### config.mk
export PLATFORM = sky130hd
export DESIGN_NAME = touch_list_drag_tap_classifier_flat
export DESIGN_NICKNAME = d
export VERILOG_FILES = /design/src/rtl/tldt_pkg.sv /design/src/rtl/tldt_in_if.sv /design/src/rtl/tldt_out_if.sv /design/src/rtl/tldt_div.sv /design/src/rtl/touch_list_drag_tap_classifier.sv /design/src/flat_wrapper.sv
export SDC_FILE = /design/constraint.sdc
export NUM_CORES = 1
export LEC_CHECK = 0
export ABC_CLOCK_PERIOD_IN_PS = 11780
export BUFFER_PORTS_ARGS = -buffer_cell sky130_fd_sc_hd__clkbuf_2
export CAP_MARGIN = 0
export CORE_ASPECT_RATIO = 1.5
export CORE_UTILIZATION = 35
export CTS_CLUSTER_DIAMETER = 120
export DETAILED_ROUTE_END_ITERATION = 7
export HOLD_SLACK_MARGIN = 0.15
export PLACE_DENSITY_LB_ADDON = 0.1
export SLEW_MARGIN = 20
export SYNTH_ARGS = -nofsm -noshare
export SYNTH_HDL_FRONTEND = slang
export SYNTH_SLANG_ARGS = --single-unit
### constraint.sdc
create_clock -name i_clk -period 11.78 [get_ports i_clk]
set_input_delay 2.356 -clock i_clk [delete_from_list [all_inputs] [get_ports i_clk]]
set_output_delay 2.356 -clock i_clk [all_outputs]
set_load 0.01 [all_outputs]
### src/rtl/tldt_pkg.sv
// Package for the touch list drag and tap classifier.
// Holds field widths, event and register codes, reset values and the divider
// request and response types. No dependencies.
`default_nettype none

package tldt_pkg;

    localparam int COORD_W    = 9;
    localparam int SCROLL_W   = 10;
    localparam int TICK_W     = 32;
    localparam int EVENT_W    = 2;
    localparam int TOP_W      = 9;
    localparam int VIS_W      = 6;
    localparam int ROWH_W     = 8;
    localparam int COUNT_W    = 10;
    localparam int INTERVAL_W = 16;
    localparam int CFG_IDX_W  = 3;
    localparam int CFG_DATA_W = 16;

    localparam logic [COORD_W-1:0] DRAG_THRESHOLD = 9'd8;

    localparam logic [EVENT_W-1:0] EV_NONE     = 2'd0;
    localparam logic [EVENT_W-1:0] EV_PRESSED  = 2'd1;
    localparam logic [EVENT_W-1:0] EV_SCROLLED = 2'd2;
    localparam logic [EVENT_W-1:0] EV_TAPPED   = 2'd3;

    localparam logic [CFG_IDX_W-1:0] REG_LIST_TOP_Y      = 3'd0;
    localparam logic [CFG_IDX_W-1:0] REG_VISIBLE_ROWS    = 3'd1;
    localparam logic [CFG_IDX_W-1:0] REG_ROW_HEIGHT      = 3'd2;
    localparam logic [CFG_IDX_W-1:0] REG_ITEM_COUNT      = 3'd3;
    localparam logic [CFG_IDX_W-1:0] REG_REDRAW_INTERVAL = 3'd4;

    localparam logic [TOP_W-1:0]      RST_LIST_TOP_Y      = 9'd30;
    localparam logic [VIS_W-1:0]      RST_VISIBLE_ROWS    = 6'd5;
    localparam logic [ROWH_W-1:0]     RST_ROW_HEIGHT      = 8'd40;
    localparam logic [COUNT_W-1:0]    RST_ITEM_COUNT      = 10'd0;
    localparam logic [INTERVAL_W-1:0] RST_REDRAW_INTERVAL = 16'd50;

    typedef struct packed {
        logic                start;
        logic [COORD_W-1:0]  dividend;
        logic [ROWH_W-1:0]   divisor;
    } t_div_req;

    typedef struct packed {
        logic                done;
        logic [COORD_W-1:0]  quotient;
    } t_div_rsp;

endpackage

`default_nettype wire

### src/rtl/tldt_in_if.sv
// Input channel of the touch list classifier: handshake and touch sample fields.
// Depends on tldt_pkg for field widths.
`default_nettype none

interface tldt_in_if;
    logic                              valid;
    logic                              ready;
    logic                              kind;
    logic                              pressed;
    logic                              point_valid;
    logic [tldt_pkg::COORD_W-1:0]      touch_x;
    logic [tldt_pkg::COORD_W-1:0]      touch_y;
    logic [tldt_pkg::SCROLL_W-1:0]     scroll_in;
    logic [tldt_pkg::TICK_W-1:0]       now_ticks;

    modport source (output valid, kind, pressed, point_valid, touch_x, touch_y,
                    scroll_in, now_ticks, input ready);
    modport sink   (input valid, kind, pressed, point_valid, touch_x, touch_y,
                    scroll_in, now_ticks, output ready);
endinterface

`default_nettype wire

### src/rtl/tldt_out_if.sv
// Result channel of the touch list classifier: handshake and result fields.
// Depends on tldt_pkg for field widths.
`default_nettype none

interface tldt_out_if;
    logic                              valid;
    logic                              ready;
    logic [tldt_pkg::EVENT_W-1:0]      event_res;
    logic [tldt_pkg::SCROLL_W-1:0]     scroll_out;
    logic [tldt_pkg::COORD_W-1:0]      tap_x;
    logic [tldt_pkg::COORD_W-1:0]      tap_y;

    modport source (output valid, event_res, scroll_out, tap_x, tap_y, input ready);
    modport sink   (input valid, event_res, scroll_out, tap_x, tap_y, output ready);
endinterface

`default_nettype wire

### src/rtl/tldt_div.sv
// Bit-serial restoring divider: one quotient bit per cycle.
// Depends on tldt_pkg for widths and the request and response structs.
`default_nettype none

module tldt_div (
    input  wire                   i_clk,
    input  wire                   i_rst_n,
    input  tldt_pkg::t_div_req    i_req,
    output tldt_pkg::t_div_rsp    o_rsp
);
    localparam int QW    = tldt_pkg::COORD_W;
    localparam int DW    = tldt_pkg::ROWH_W;
    localparam int CNT_W = $clog2(QW + 1);

    logic             r_busy;
    logic [CNT_W-1:0] r_cnt;
    logic [DW-1:0]    r_rem;
    logic [QW-1:0]    r_quo;
    logic [DW-1:0]    r_div;

    logic [DW:0]      w_shift;
    logic             w_fits;

    // Shift in the next dividend bit and try to subtract the divisor.
    assign w_shift = {r_rem, r_quo[QW-1]};
    assign w_fits  = w_shift >= {1'b0, r_div};

    always_ff @(posedge i_clk) begin
        if (!i_rst_n) begin
            r_busy <= 1'b0;
            r_cnt  <= '0;
        end else if (i_req.start) begin
            r_busy <= 1'b1;
            r_cnt  <= '0;
        end else if (r_busy) begin
            r_cnt <= r_cnt + 1'b1;
            if (r_cnt == CNT_W'(QW - 1)) begin
                r_busy <= 1'b0;
            end
        end
    end

    always_ff @(posedge i_clk) begin
        if (i_req.start) begin
            r_rem <= '0;
            r_quo <= i_req.dividend;
            r_div <= i_req.divisor;
        end else if (r_busy) begin
            r_rem <= w_fits ? DW'(w_shift - {1'b0, r_div}) : w_shift[DW-1:0];
            r_quo <= {r_quo[QW-2:0], w_fits};
        end
    end

    assign o_rsp.done     = !r_busy;
    assign o_rsp.quotient = r_quo;

endmodule

`default_nettype wire

### src/rtl/touch_list_drag_tap_classifier.sv
// Top level of the touch list drag and tap classifier: sequencer, gesture
// state, configuration registers and result register.
// Depends on tldt_pkg, tldt_in_if, tldt_out_if and tldt_div.
`default_nettype none

// Channel  Direction  Handshake          Contents
// i_in     in         valid/ready        kind, pressed, point_valid, x, y, scroll, ticks
// o_out    out        valid/ready        event_res, scroll_out, tap_x, tap_y
// i_cfg_*  in         write enable only  register index and write data
//
// A held sample with a point while tracking first waits in ST_DIV while the
// bit-serial divider works out the row count, then is classified in ST_FIN.
// Every other transaction goes straight to ST_FIN. Input is ready again once
// ST_FIN has loaded the result register. The result register lets the next
// transaction be accepted while a result still waits on o_out. Reset is
// synchronous and active low; it loads the register defaults and clears all
// gesture state. A stalled output holds the finished item in the classify
// step until o_out frees up.

module touch_list_drag_tap_classifier (
    input  wire                                 i_clk,
    input  wire                                 i_rst_n,
    tldt_in_if.sink                             i_in,
    tldt_out_if.source                          o_out,
    input  wire                                 i_cfg_we,
    input  wire [tldt_pkg::CFG_IDX_W-1:0]       i_cfg_idx,
    input  wire [tldt_pkg::CFG_DATA_W-1:0]      i_cfg_data
);
    localparam int CW = tldt_pkg::COORD_W;
    localparam int SW = tldt_pkg::SCROLL_W;
    localparam int TW = tldt_pkg::TICK_W;
    localparam int EW = tldt_pkg::EVENT_W;
    // Signed width that holds start scroll plus or minus a full row count.
    localparam int NSW = SW + 2;
    // Band end: list top plus visible rows times row height.
    localparam int BW = tldt_pkg::VIS_W + tldt_pkg::ROWH_W + 1;

    localparam logic [1:0] ST_IDLE = 2'd0;
    localparam logic [1:0] ST_DIV  = 2'd1;
    localparam logic [1:0] ST_FIN  = 2'd2;

    // Configuration registers.
    logic [tldt_pkg::TOP_W-1:0]      r_list_top_y;
    logic [tldt_pkg::VIS_W-1:0]      r_visible_rows;
    logic [tldt_pkg::ROWH_W-1:0]     r_row_height;
    logic [tldt_pkg::COUNT_W-1:0]    r_item_count;
    logic [tldt_pkg::INTERVAL_W-1:0] r_redraw_interval;

    // Sequencer and latched transaction.
    logic [1:0]   r_state;
    logic         r_kind;
    logic         r_pressed;
    logic         r_valid;
    logic [CW-1:0] r_x;
    logic [CW-1:0] r_y;
    logic [SW-1:0] r_scroll;
    logic [TW-1:0] r_now;

    // Gesture state.
    logic          r_was_down, n_was_down;
    logic          r_tracking, n_tracking;
    logic          r_moved, n_moved;
    logic          r_owed, n_owed;
    logic [CW-1:0] r_start_y, n_start_y;
    logic [SW-1:0] r_start_scroll, n_start_scroll;
    logic [TW-1:0] r_last_redraw, n_last_redraw;
    logic [CW-1:0] r_press_x, n_press_x;
    logic [CW-1:0] r_press_y, n_press_y;

    // Result register.
    logic          r_out_valid;
    logic [EW-1:0] r_event, n_event;
    logic [SW-1:0] r_scroll_out, n_scroll_out;

    tldt_pkg::t_div_req w_div_req;
    tldt_pkg::t_div_rsp w_div_rsp;

    logic          w_accept;
    logic          w_need_div;
    logic          w_load;
    logic [CW-1:0] w_in_mag;
    logic          w_neg;
    logic [CW-1:0] w_mag;
    logic [BW-1:0] w_band_end;
    logic          w_in_band;
    logic signed [NSW-1:0] w_ns_raw;
    logic [SW-1:0] w_top;
    logic [SW-1:0] w_ns;
    logic [TW-1:0] w_elapsed;
    logic          w_due;

    assign w_accept = i_in.valid && i_in.ready;
    assign i_in.ready = (r_state == ST_IDLE);

    // Only a held sample with a point while tracking needs the row count.
    assign w_need_div = !i_in.kind && i_in.pressed && i_in.point_valid
                        && r_was_down && r_tracking;

    // Distance from the press start, taken from the incoming sample so the
    // divider can start in the accept cycle.
    assign w_in_mag = (i_in.touch_y < r_start_y) ? (r_start_y - i_in.touch_y)
                                                 : (i_in.touch_y - r_start_y);

    assign w_div_req.start    = w_accept && w_need_div;
    assign w_div_req.dividend = w_in_mag;
    assign w_div_req.divisor  = (r_row_height == '0) ? tldt_pkg::ROWH_W'(1) : r_row_height;

    tldt_div u_div (
        .i_clk  (i_clk),
        .i_rst_n(i_rst_n),
        .i_req  (w_div_req),
        .o_rsp  (w_div_rsp)
    );

    // The finished item leaves the classify step once the result register is free.
    assign w_load = (r_state == ST_FIN) && (!r_out_valid || o_out.ready);

    always_ff @(posedge i_clk) begin
        if (!i_rst_n) begin
            r_state <= ST_IDLE;
        end else begin
            unique case (r_state)
                ST_IDLE: begin
                    if (w_accept) begin
                        r_state <= w_need_div ? ST_DIV : ST_FIN;
                    end
                end
                ST_DIV: begin
                    if (w_div_rsp.done) begin
                        r_state <= ST_FIN;
                    end
                end
                ST_FIN: begin
                    if (w_load) begin
                        r_state <= ST_IDLE;
                    end
                end
                default: r_state <= ST_IDLE;
            endcase
        end
    end

    always_ff @(posedge i_clk) begin
        if (w_accept) begin
            r_kind    <= i_in.kind;
            r_pressed <= i_in.pressed;
            r_valid   <= i_in.point_valid;
            r_x       <= i_in.touch_x;
            r_y       <= i_in.touch_y;
            r_scroll  <= i_in.scroll_in;
            r_now     <= i_in.now_ticks;
        end
    end

    always_ff @(posedge i_clk) begin
        if (!i_rst_n) begin
            r_list_top_y      <= tldt_pkg::RST_LIST_TOP_Y;
            r_visible_rows    <= tldt_pkg::RST_VISIBLE_ROWS;
            r_row_height      <= tldt_pkg::RST_ROW_HEIGHT;
            r_item_count      <= tldt_pkg::RST_ITEM_COUNT;
            r_redraw_interval <= tldt_pkg::RST_REDRAW_INTERVAL;
        end else if (i_cfg_we) begin
            unique case (i_cfg_idx)
                tldt_pkg::REG_LIST_TOP_Y:
                    r_list_top_y <= i_cfg_data[tldt_pkg::TOP_W-1:0];
                tldt_pkg::REG_VISIBLE_ROWS:
                    r_visible_rows <= i_cfg_data[tldt_pkg::VIS_W-1:0];
                tldt_pkg::REG_ROW_HEIGHT:
                    r_row_height <= i_cfg_data[tldt_pkg::ROWH_W-1:0];
                tldt_pkg::REG_ITEM_COUNT:
                    r_item_count <= i_cfg_data[tldt_pkg::COUNT_W-1:0];
                tldt_pkg::REG_REDRAW_INTERVAL:
                    r_redraw_interval <= i_cfg_data;
                default: ;
            endcase
        end
    end

    // Press band: a zero row height or zero visible rows leaves it empty.
    assign w_band_end = BW'(r_list_top_y) + BW'(r_visible_rows * r_row_height);
    assign w_in_band  = (r_y >= r_list_top_y) && (BW'(r_y) < w_band_end);

    // Signed vertical offset from the press start, as sign and magnitude.
    assign w_neg = r_y < r_start_y;
    assign w_mag = w_neg ? (r_start_y - r_y) : (r_y - r_start_y);

    // Moving down scrolls back; the row count truncates toward zero.
    assign w_ns_raw = w_neg
        ? $signed(NSW'(r_start_scroll) + NSW'(w_div_rsp.quotient))
        : $signed(NSW'(r_start_scroll) - NSW'(w_div_rsp.quotient));

    // Last scroll position that still fills the view, or zero for short lists.
    assign w_top = (r_item_count > tldt_pkg::COUNT_W'(r_visible_rows))
                   ? SW'(r_item_count - tldt_pkg::COUNT_W'(r_visible_rows)) : '0;

    always_comb begin
        if (w_ns_raw < 0) begin
            w_ns = '0;
        end else if (w_ns_raw > $signed(NSW'(w_top))) begin
            w_ns = w_top;
        end else begin
            w_ns = w_ns_raw[SW-1:0];
        end
    end

    // A redraw stamp of zero counts as never redrawn.
    assign w_elapsed = r_now - r_last_redraw;
    assign w_due = (r_last_redraw == '0) || (w_elapsed >= TW'(r_redraw_interval));

    always_comb begin
        n_was_down     = r_was_down;
        n_tracking     = r_tracking;
        n_moved        = r_moved;
        n_owed         = r_owed;
        n_start_y      = r_start_y;
        n_start_scroll = r_start_scroll;
        n_last_redraw  = r_last_redraw;
        n_press_x      = r_press_x;
        n_press_y      = r_press_y;
        n_event        = tldt_pkg::EV_NONE;
        n_scroll_out   = r_scroll;

        if (r_kind) begin
            n_was_down    = 1'b0;
            n_tracking    = 1'b0;
            n_moved       = 1'b0;
            n_owed        = 1'b0;
            n_last_redraw = '0;
        end else if (r_pressed && !r_was_down) begin
            n_was_down     = 1'b1;
            n_tracking     = r_valid && w_in_band;
            n_moved        = 1'b0;
            n_owed         = 1'b0;
            n_start_y      = r_valid ? r_y : '0;
            n_start_scroll = r_scroll;
            if (r_valid) begin
                n_press_x = r_x;
                n_press_y = r_y;
            end
            n_event = tldt_pkg::EV_PRESSED;
        end else if (r_pressed) begin
            n_event = tldt_pkg::EV_PRESSED;
            if (r_valid && r_tracking) begin
                if (w_mag > tldt_pkg::DRAG_THRESHOLD) begin
                    n_moved = 1'b1;
                end
                if (w_ns != r_scroll) begin
                    n_scroll_out = w_ns;
                    n_owed       = 1'b1;
                    if (w_due) begin
                        n_last_redraw = r_now;
                        n_owed        = 1'b0;
                        n_event       = tldt_pkg::EV_SCROLLED;
                    end
                end
            end
        end else if (r_was_down) begin
            n_was_down = 1'b0;
            n_tracking = 1'b0;
            if (r_moved) begin
                n_owed  = 1'b0;
                n_event = r_owed ? tldt_pkg::EV_SCROLLED : tldt_pkg::EV_NONE;
            end else begin
                n_event = tldt_pkg::EV_TAPPED;
            end
        end
    end

    always_ff @(posedge i_clk) begin
        if (!i_rst_n) begin
            r_was_down     <= 1'b0;
            r_tracking     <= 1'b0;
            r_moved        <= 1'b0;
            r_owed         <= 1'b0;
            r_start_y      <= '0;
            r_start_scroll <= '0;
            r_last_redraw  <= '0;
            r_press_x      <= '0;
            r_press_y      <= '0;
        end else if (w_load) begin
            r_was_down     <= n_was_down;
            r_tracking     <= n_tracking;
            r_moved        <= n_moved;
            r_owed         <= n_owed;
            r_start_y      <= n_start_y;
            r_start_scroll <= n_start_scroll;
            r_last_redraw  <= n_last_redraw;
            r_press_x      <= n_press_x;
            r_press_y      <= n_press_y;
        end
    end

    always_ff @(posedge i_clk) begin
        if (!i_rst_n) begin
            r_out_valid <= 1'b0;
        end else if (w_load) begin
            r_out_valid <= 1'b1;
        end else if (o_out.ready) begin
            r_out_valid <= 1'b0;
        end
    end

    // The tap point comes from the updated press state, so it rides along.
    always_ff @(posedge i_clk) begin
        if (w_load) begin
            r_event      <= n_event;
            r_scroll_out <= n_scroll_out;
        end
    end

    assign o_out.valid      = r_out_valid;
    assign o_out.event_res  = r_event;
    assign o_out.scroll_out = r_scroll_out;
    assign o_out.tap_x      = r_press_x;
    assign o_out.tap_y      = r_press_y;

endmodule

`default_nettype wire

### src/flat_wrapper.sv
// flat-port wrapper written by rule: the top's interface ports become plain ports
module touch_list_drag_tap_classifier_flat 
  (i_clk, i_rst_n, i_cfg_we, i_cfg_idx, i_cfg_data, i_in_valid, i_in_kind, i_in_pressed, i_in_point_valid, i_in_touch_x, i_in_touch_y, i_in_scroll_in, i_in_now_ticks, i_in_ready, o_out_valid, o_out_event_res, o_out_scroll_out, o_out_tap_x, o_out_tap_y, o_out_ready);
  tldt_in_if i_in_i ();
  tldt_out_if o_out_i ();
  input  wire i_clk;
  input  wire i_rst_n;
  input  wire i_cfg_we;
  input  wire [tldt_pkg::CFG_IDX_W-1:0] i_cfg_idx;
  input  wire [tldt_pkg::CFG_DATA_W-1:0] i_cfg_data;
  input wire logic [$bits(i_in_i.valid)-1:0] i_in_valid;
  input wire logic [$bits(i_in_i.kind)-1:0] i_in_kind;
  input wire logic [$bits(i_in_i.pressed)-1:0] i_in_pressed;
  input wire logic [$bits(i_in_i.point_valid)-1:0] i_in_point_valid;
  input wire logic [$bits(i_in_i.touch_x)-1:0] i_in_touch_x;
  input wire logic [$bits(i_in_i.touch_y)-1:0] i_in_touch_y;
  input wire logic [$bits(i_in_i.scroll_in)-1:0] i_in_scroll_in;
  input wire logic [$bits(i_in_i.now_ticks)-1:0] i_in_now_ticks;
  output wire logic [$bits(i_in_i.ready)-1:0] i_in_ready;
  output wire logic [$bits(o_out_i.valid)-1:0] o_out_valid;
  output wire logic [$bits(o_out_i.event_res)-1:0] o_out_event_res;
  output wire logic [$bits(o_out_i.scroll_out)-1:0] o_out_scroll_out;
  output wire logic [$bits(o_out_i.tap_x)-1:0] o_out_tap_x;
  output wire logic [$bits(o_out_i.tap_y)-1:0] o_out_tap_y;
  input wire logic [$bits(o_out_i.ready)-1:0] o_out_ready;
  assign i_in_i.valid = i_in_valid;
  assign i_in_i.kind = i_in_kind;
  assign i_in_i.pressed = i_in_pressed;
  assign i_in_i.point_valid = i_in_point_valid;
  assign i_in_i.touch_x = i_in_touch_x;
  assign i_in_i.touch_y = i_in_touch_y;
  assign i_in_i.scroll_in = i_in_scroll_in;
  assign i_in_i.now_ticks = i_in_now_ticks;
  assign i_in_ready = i_in_i.ready;
  assign o_out_valid = o_out_i.valid;
  assign o_out_event_res = o_out_i.event_res;
  assign o_out_scroll_out = o_out_i.scroll_out;
  assign o_out_tap_x = o_out_i.tap_x;
  assign o_out_tap_y = o_out_i.tap_y;
  assign o_out_i.ready = o_out_ready;
  touch_list_drag_tap_classifier u_core (.i_clk(i_clk), .i_rst_n(i_rst_n), .i_in(i_in_i), .o_out(o_out_i), .i_cfg_we(i_cfg_we), .i_cfg_idx(i_cfg_idx), .i_cfg_data(i_cfg_data));
endmodule
==> flow_summary.yaml <==
setup_path:
  r2r_cells: 21
  cp.arrival_ps: 6890
  criticalPathCategory: "flip-flop to flip-flop"
  slowest_delay_ps: 500
  cp-end-kind: "flip-flop"
  cp.required_ps: 12160
  r2r_end: "u_core.o_out.scroll_out[9]$_DFFE_PP_"
  r2r_slack_ps: 5270
  slowest_stage: "o21ai_1"
  path_max_fanout: 44
  r2r_start: "u_core.r_start_y[1]$_SDFFE_PN0P_"
  path_cells: "inv_1, ha_1, nor2b_1, o31ai_4, a31o_1, nand2_2, o221a_2, xnor2_1, inv_1, ha_1, nor3_1, o21ai_0, o21ai_1, nand2_4, o21a_1, or3_1, o2111a_1, o2111a_1, buf_4, or2_1, o41ai_2"
  start_kind: "flip-flop"
floorplanning:
  dieWidth_um: 186
  die_h_um: 278
  start_util_pct: 35.6
  rows: 100
  ioPinCount: 119
  die-area_sq_um: 51700
  core_sq_um: 49900
detailed_routing:
  drtIter0Drc: 872
  dr.pass1.iters: 5
  routed_wl_um: 58300
  ant_nets: 0
  drcViolationCount: 0
  via_count: 15419
  viasPerCell: 5.46
  wl_per_cell_um: 20.6
power_and_ir_drop:
  power_frac_seq_pct: 40.2
  irDropWorstVdd_v: 0.000110
  netSwitchingFraction_pct: 30.7
  p_int_w: 0.00154
  clockPowerShare_pct: 40.3
  p_leak_nw: 8.08
  power_density_nw_per_um2: 112
  combPwrFrac_pct: 19.5
  p_switching_w: 0.000680
yosys:
  synthFlopType: "dfxtp_1"
  ys_ff_latch: 230
  yosysWarnings: 0
  synth_most_common_cell: "nand2_1"
  synth-seq-area-share_pct: 31.1
  synth_area_leaders: "dfxtp_1, edfxtp_1, ha_1"
  ys_async_sr_fraction_pct: 0
  synth_nets: 2391
  ys_top_cells_by_count: "nand2_1, inv_1, ha_1, dfxtp_1, o21ai_0"
  syn-mean-instance-area_sq_um: 8.51
  synth_top_cell_area_share_pct: 15.6
  syn_inst: 2087
  synth_edf_count: 92
  synthesis.area_sq_um: 17800
  yosys.cell_types.count: 97
  yosysTopAreaCell: "dfxtp_1"
clocking:
  cts.htree.levels: 1
  cts_root_buf: "clkbuf_16"
  cts.sinks: 230
  post_cts_buffers: 0
  clock_path_buffers: 3
  cts_buffers: 27
  clock_latency_ps: 580
  clk_pin_slew_ps: 60
  tritoncts: "built"
  cts-resized-gates: 0
  cts_hold_buf: 0
timing:
  tightestPinTransition_ps: 1060
  fmax_mhz: 154
  setup_violations: 0
  fin_crit_ps: 6510
  worst_clock_skew_ps: 18.3
  hold_viol: 0
  drv_slew: 0
  setup_tns_ps: 0
  whs_ps: 464
  relSlewSlack_pct: 29.0
  rsz0062_at_grt: "false"
  worst_slack_ps: 5270
  fin_crit_sh_pct: 55.3
placed_design:
  gp_congestion: 0.889
  port_buffers: 118
  dp.final_hpwl_um: 44400
  dp.cells: 2774
  dp_slack_ps: 5300
cells_and_area:
  multi_input_area_sq_um: 11000
  ff_latch_area_sq_um: 5530
  final_core_util_pct: 39.6
  drive_gt1_share_pct: 10.4
  fillers: 5155
  stdcell_count: 2825
  synthToLayoutAreaGrowth_pct: 11.3
  fin_nets: 2444
global_route:
  grt_max_degree: 91
  track_usage_pct: 22.6
  grt_pass1_wl_um: 89600
  gr-total-overflow: 0
  antenna_found_initial: 1
  grt_pass1_vias: 15618
hold_path:
  min_path_type: "flip-flop to flip-flop"
  min_delay_path_depth: 2
  hold_start: "u_core.r_redraw_interval[8]$_SDFFE_PN0P_"
  min_to: "u_core.r_redraw_interval[8]$_SDFFE_PN0P_"
job:
  drv_cap: 0
status:
  status: "finished clean"
-- final cells by class --
cell class | count | share of cell area (%)
repair buffers | 132 | 3.53
multi-input cells | 1542 | 55.7
well taps | 663 | 4.19
clock inverters | 19 | 1.08
flip-flops and latches | 230 | 27.9
clock buffers | 31 | 3.65
diodes | 1 | 0.0127
inverters | 207 | 3.93
-- metal layers --
metal	GRT usage, %	vias to the layer above	share of wire, %
li1	-	7519	-
met2	43.7	325	55
met3	2.02	124	3.2
met4	11.4	0	5.4
met5	0	-	0
met1	23.8	7451	37
-- stage by stage --
step / power, W / instance area [sq um]
after floorplan: 0.00120 / 17800
after global routing: 0.00233 / 19800
after CTS: 0.00225 / 19800
final: 0.00222 / 19800
after global placement: 0.00134 / 18800
after detailed placement: 0.00134 / 18800
-- cell usage in the layout, fill, tap and decap left out, types with 6 or more instances in the layout --
| master | count |
|---|---|
| a31oi_1 | 10 |
| xnor2_1 | 31 |
| o221ai_1 | 6 |
| ha_1 | 177 |
| nand4_1 | 53 |
| a211oi_1 | 18 |
| buf_4 | 15 |
| o31a_1 | 22 |
| dfxtp_1 | 138 |
| nand2_1 | 236 |
| o21ai_0 | 110 |
| o22ai_1 | 10 |
| a21boi_0 | 81 |
| clkbuf_2 | 117 |
| o31ai_1 | 25 |
| inv_1 | 204 |
| fa_1 | 40 |
| and2_1 | 43 |
| nor4_1 | 17 |
| xor2_1 | 21 |
| clkbuf_16 | 28 |
| or3_1 | 14 |
| a21oi_1 | 88 |
| a21o_1 | 31 |
| edfxtp_1 | 92 |
| o21a_1 | 16 |
| and3_1 | 11 |
| nor2_1 | 89 |
| nor3_1 | 25 |
| o21ai_1 | 30 |
| nand2b_1 | 28 |
| o21bai_1 | 19 |
| o211ai_1 | 20 |
| nor2b_1 | 34 |
| nand3_1 | 98 |
| mux2i_1 | 30 |
-- critical path: cells and delay by family, from the launching register on --
family | cells | cell delay [ps]
AO/OA/AOI/OAI | 9 | 2610
AND/OR/NAND/NOR | 6 | 1620
flip-flops | 1 | 490
buffers and inverters | 3 | 640
XOR/XNOR | 1 | 340
adder cells (fa/ha/maj) | 2 | 580
-- worst max-delay path by stage --
stage                                           startpoint                              endpoint
after floorplan                            i_in_touch_y[1]       u_core.u_div.r_quo[6]$_DFFE_PP_
after global placement    u_core.r_start_y[1]$_SDFFE_PN0P_  u_core.o_out.scroll_out[9]$_DFFE_PP_
after detailed placement  u_core.r_start_y[1]$_SDFFE_PN0P_  u_core.o_out.scroll_out[9]$_DFFE_PP_
after CTS                 u_core.r_start_y[1]$_SDFFE_PN0P_  u_core.o_out.scroll_out[9]$_DFFE_PP_
after global routing      u_core.r_start_y[1]$_SDFFE_PN0P_  u_core.o_out.scroll_out[6]$_DFFE_PP_
final                     u_core.r_start_y[1]$_SDFFE_PN0P_  u_core.o_out.scroll_out[9]$_DFFE_PP_
-- power groups by stage --
| stage | Combinational, W | Clock (W) | Sequential, W |
|---|---|---|---|
| 2_1_floorplan | 0.000306 | 0 | 0.000890 |
| 3_3_place_gp | 0.000430 | 0 | 0.000908 |
| 3_5_place_dp | 0.000432 | 0 | 0.000908 |
| 4_1_cts | 0.000435 | 0.000924 | 0.000891 |
| 5_1_grt | 0.000484 | 0.000950 | 0.000893 |
| 6_report | 0.000433 | 0.000894 | 0.000891 |
-- registers in the layout (all words and copies together), names as in the netlist, 2 cells and up --
| signal | count |
|---|---|
| u_core.r_redraw_interval | 16 |
| u_core.o_out.event_res | 2 |
| u_core.r_now | 32 |
| u_core.r_last_redraw | 32 |
| u_core.o_out.tap_x | 9 |
| u_core.u_div.r_rem | 8 |
| u_core.r_x | 9 |
| u_core.r_scroll | 10 |
| u_core.u_div.r_cnt | 4 |
| u_core.r_item_count | 10 |
| u_core.o_out.tap_y | 9 |
| u_core.r_state | 2 |
| u_core.r_visible_rows | 6 |
| u_core.u_div.r_div | 8 |
| u_core.u_div.r_quo | 9 |
| u_core.r_row_height | 8 |
| u_core.r_y | 9 |
| u_core.r_start_y | 9 |
| u_core.r_start_scroll | 10 |
| u_core.o_out.scroll_out | 10 |
| u_core.r_list_top_y | 9 |
-- kinds of logic after synthesis --
logic type	count (synthesis)	share of synthesized area (%)
AND/OR/NAND/NOR	685	19.1
AO/OA/AOI/OAI	553	21.2
buffers and inverters	315	7.03
flip-flops	230	31.1
adder cells (fa/ha/maj)	217	17.0
XOR/XNOR	52	2.56
multiplexers	35	2.01
Power figures use the tool's default switching activity.
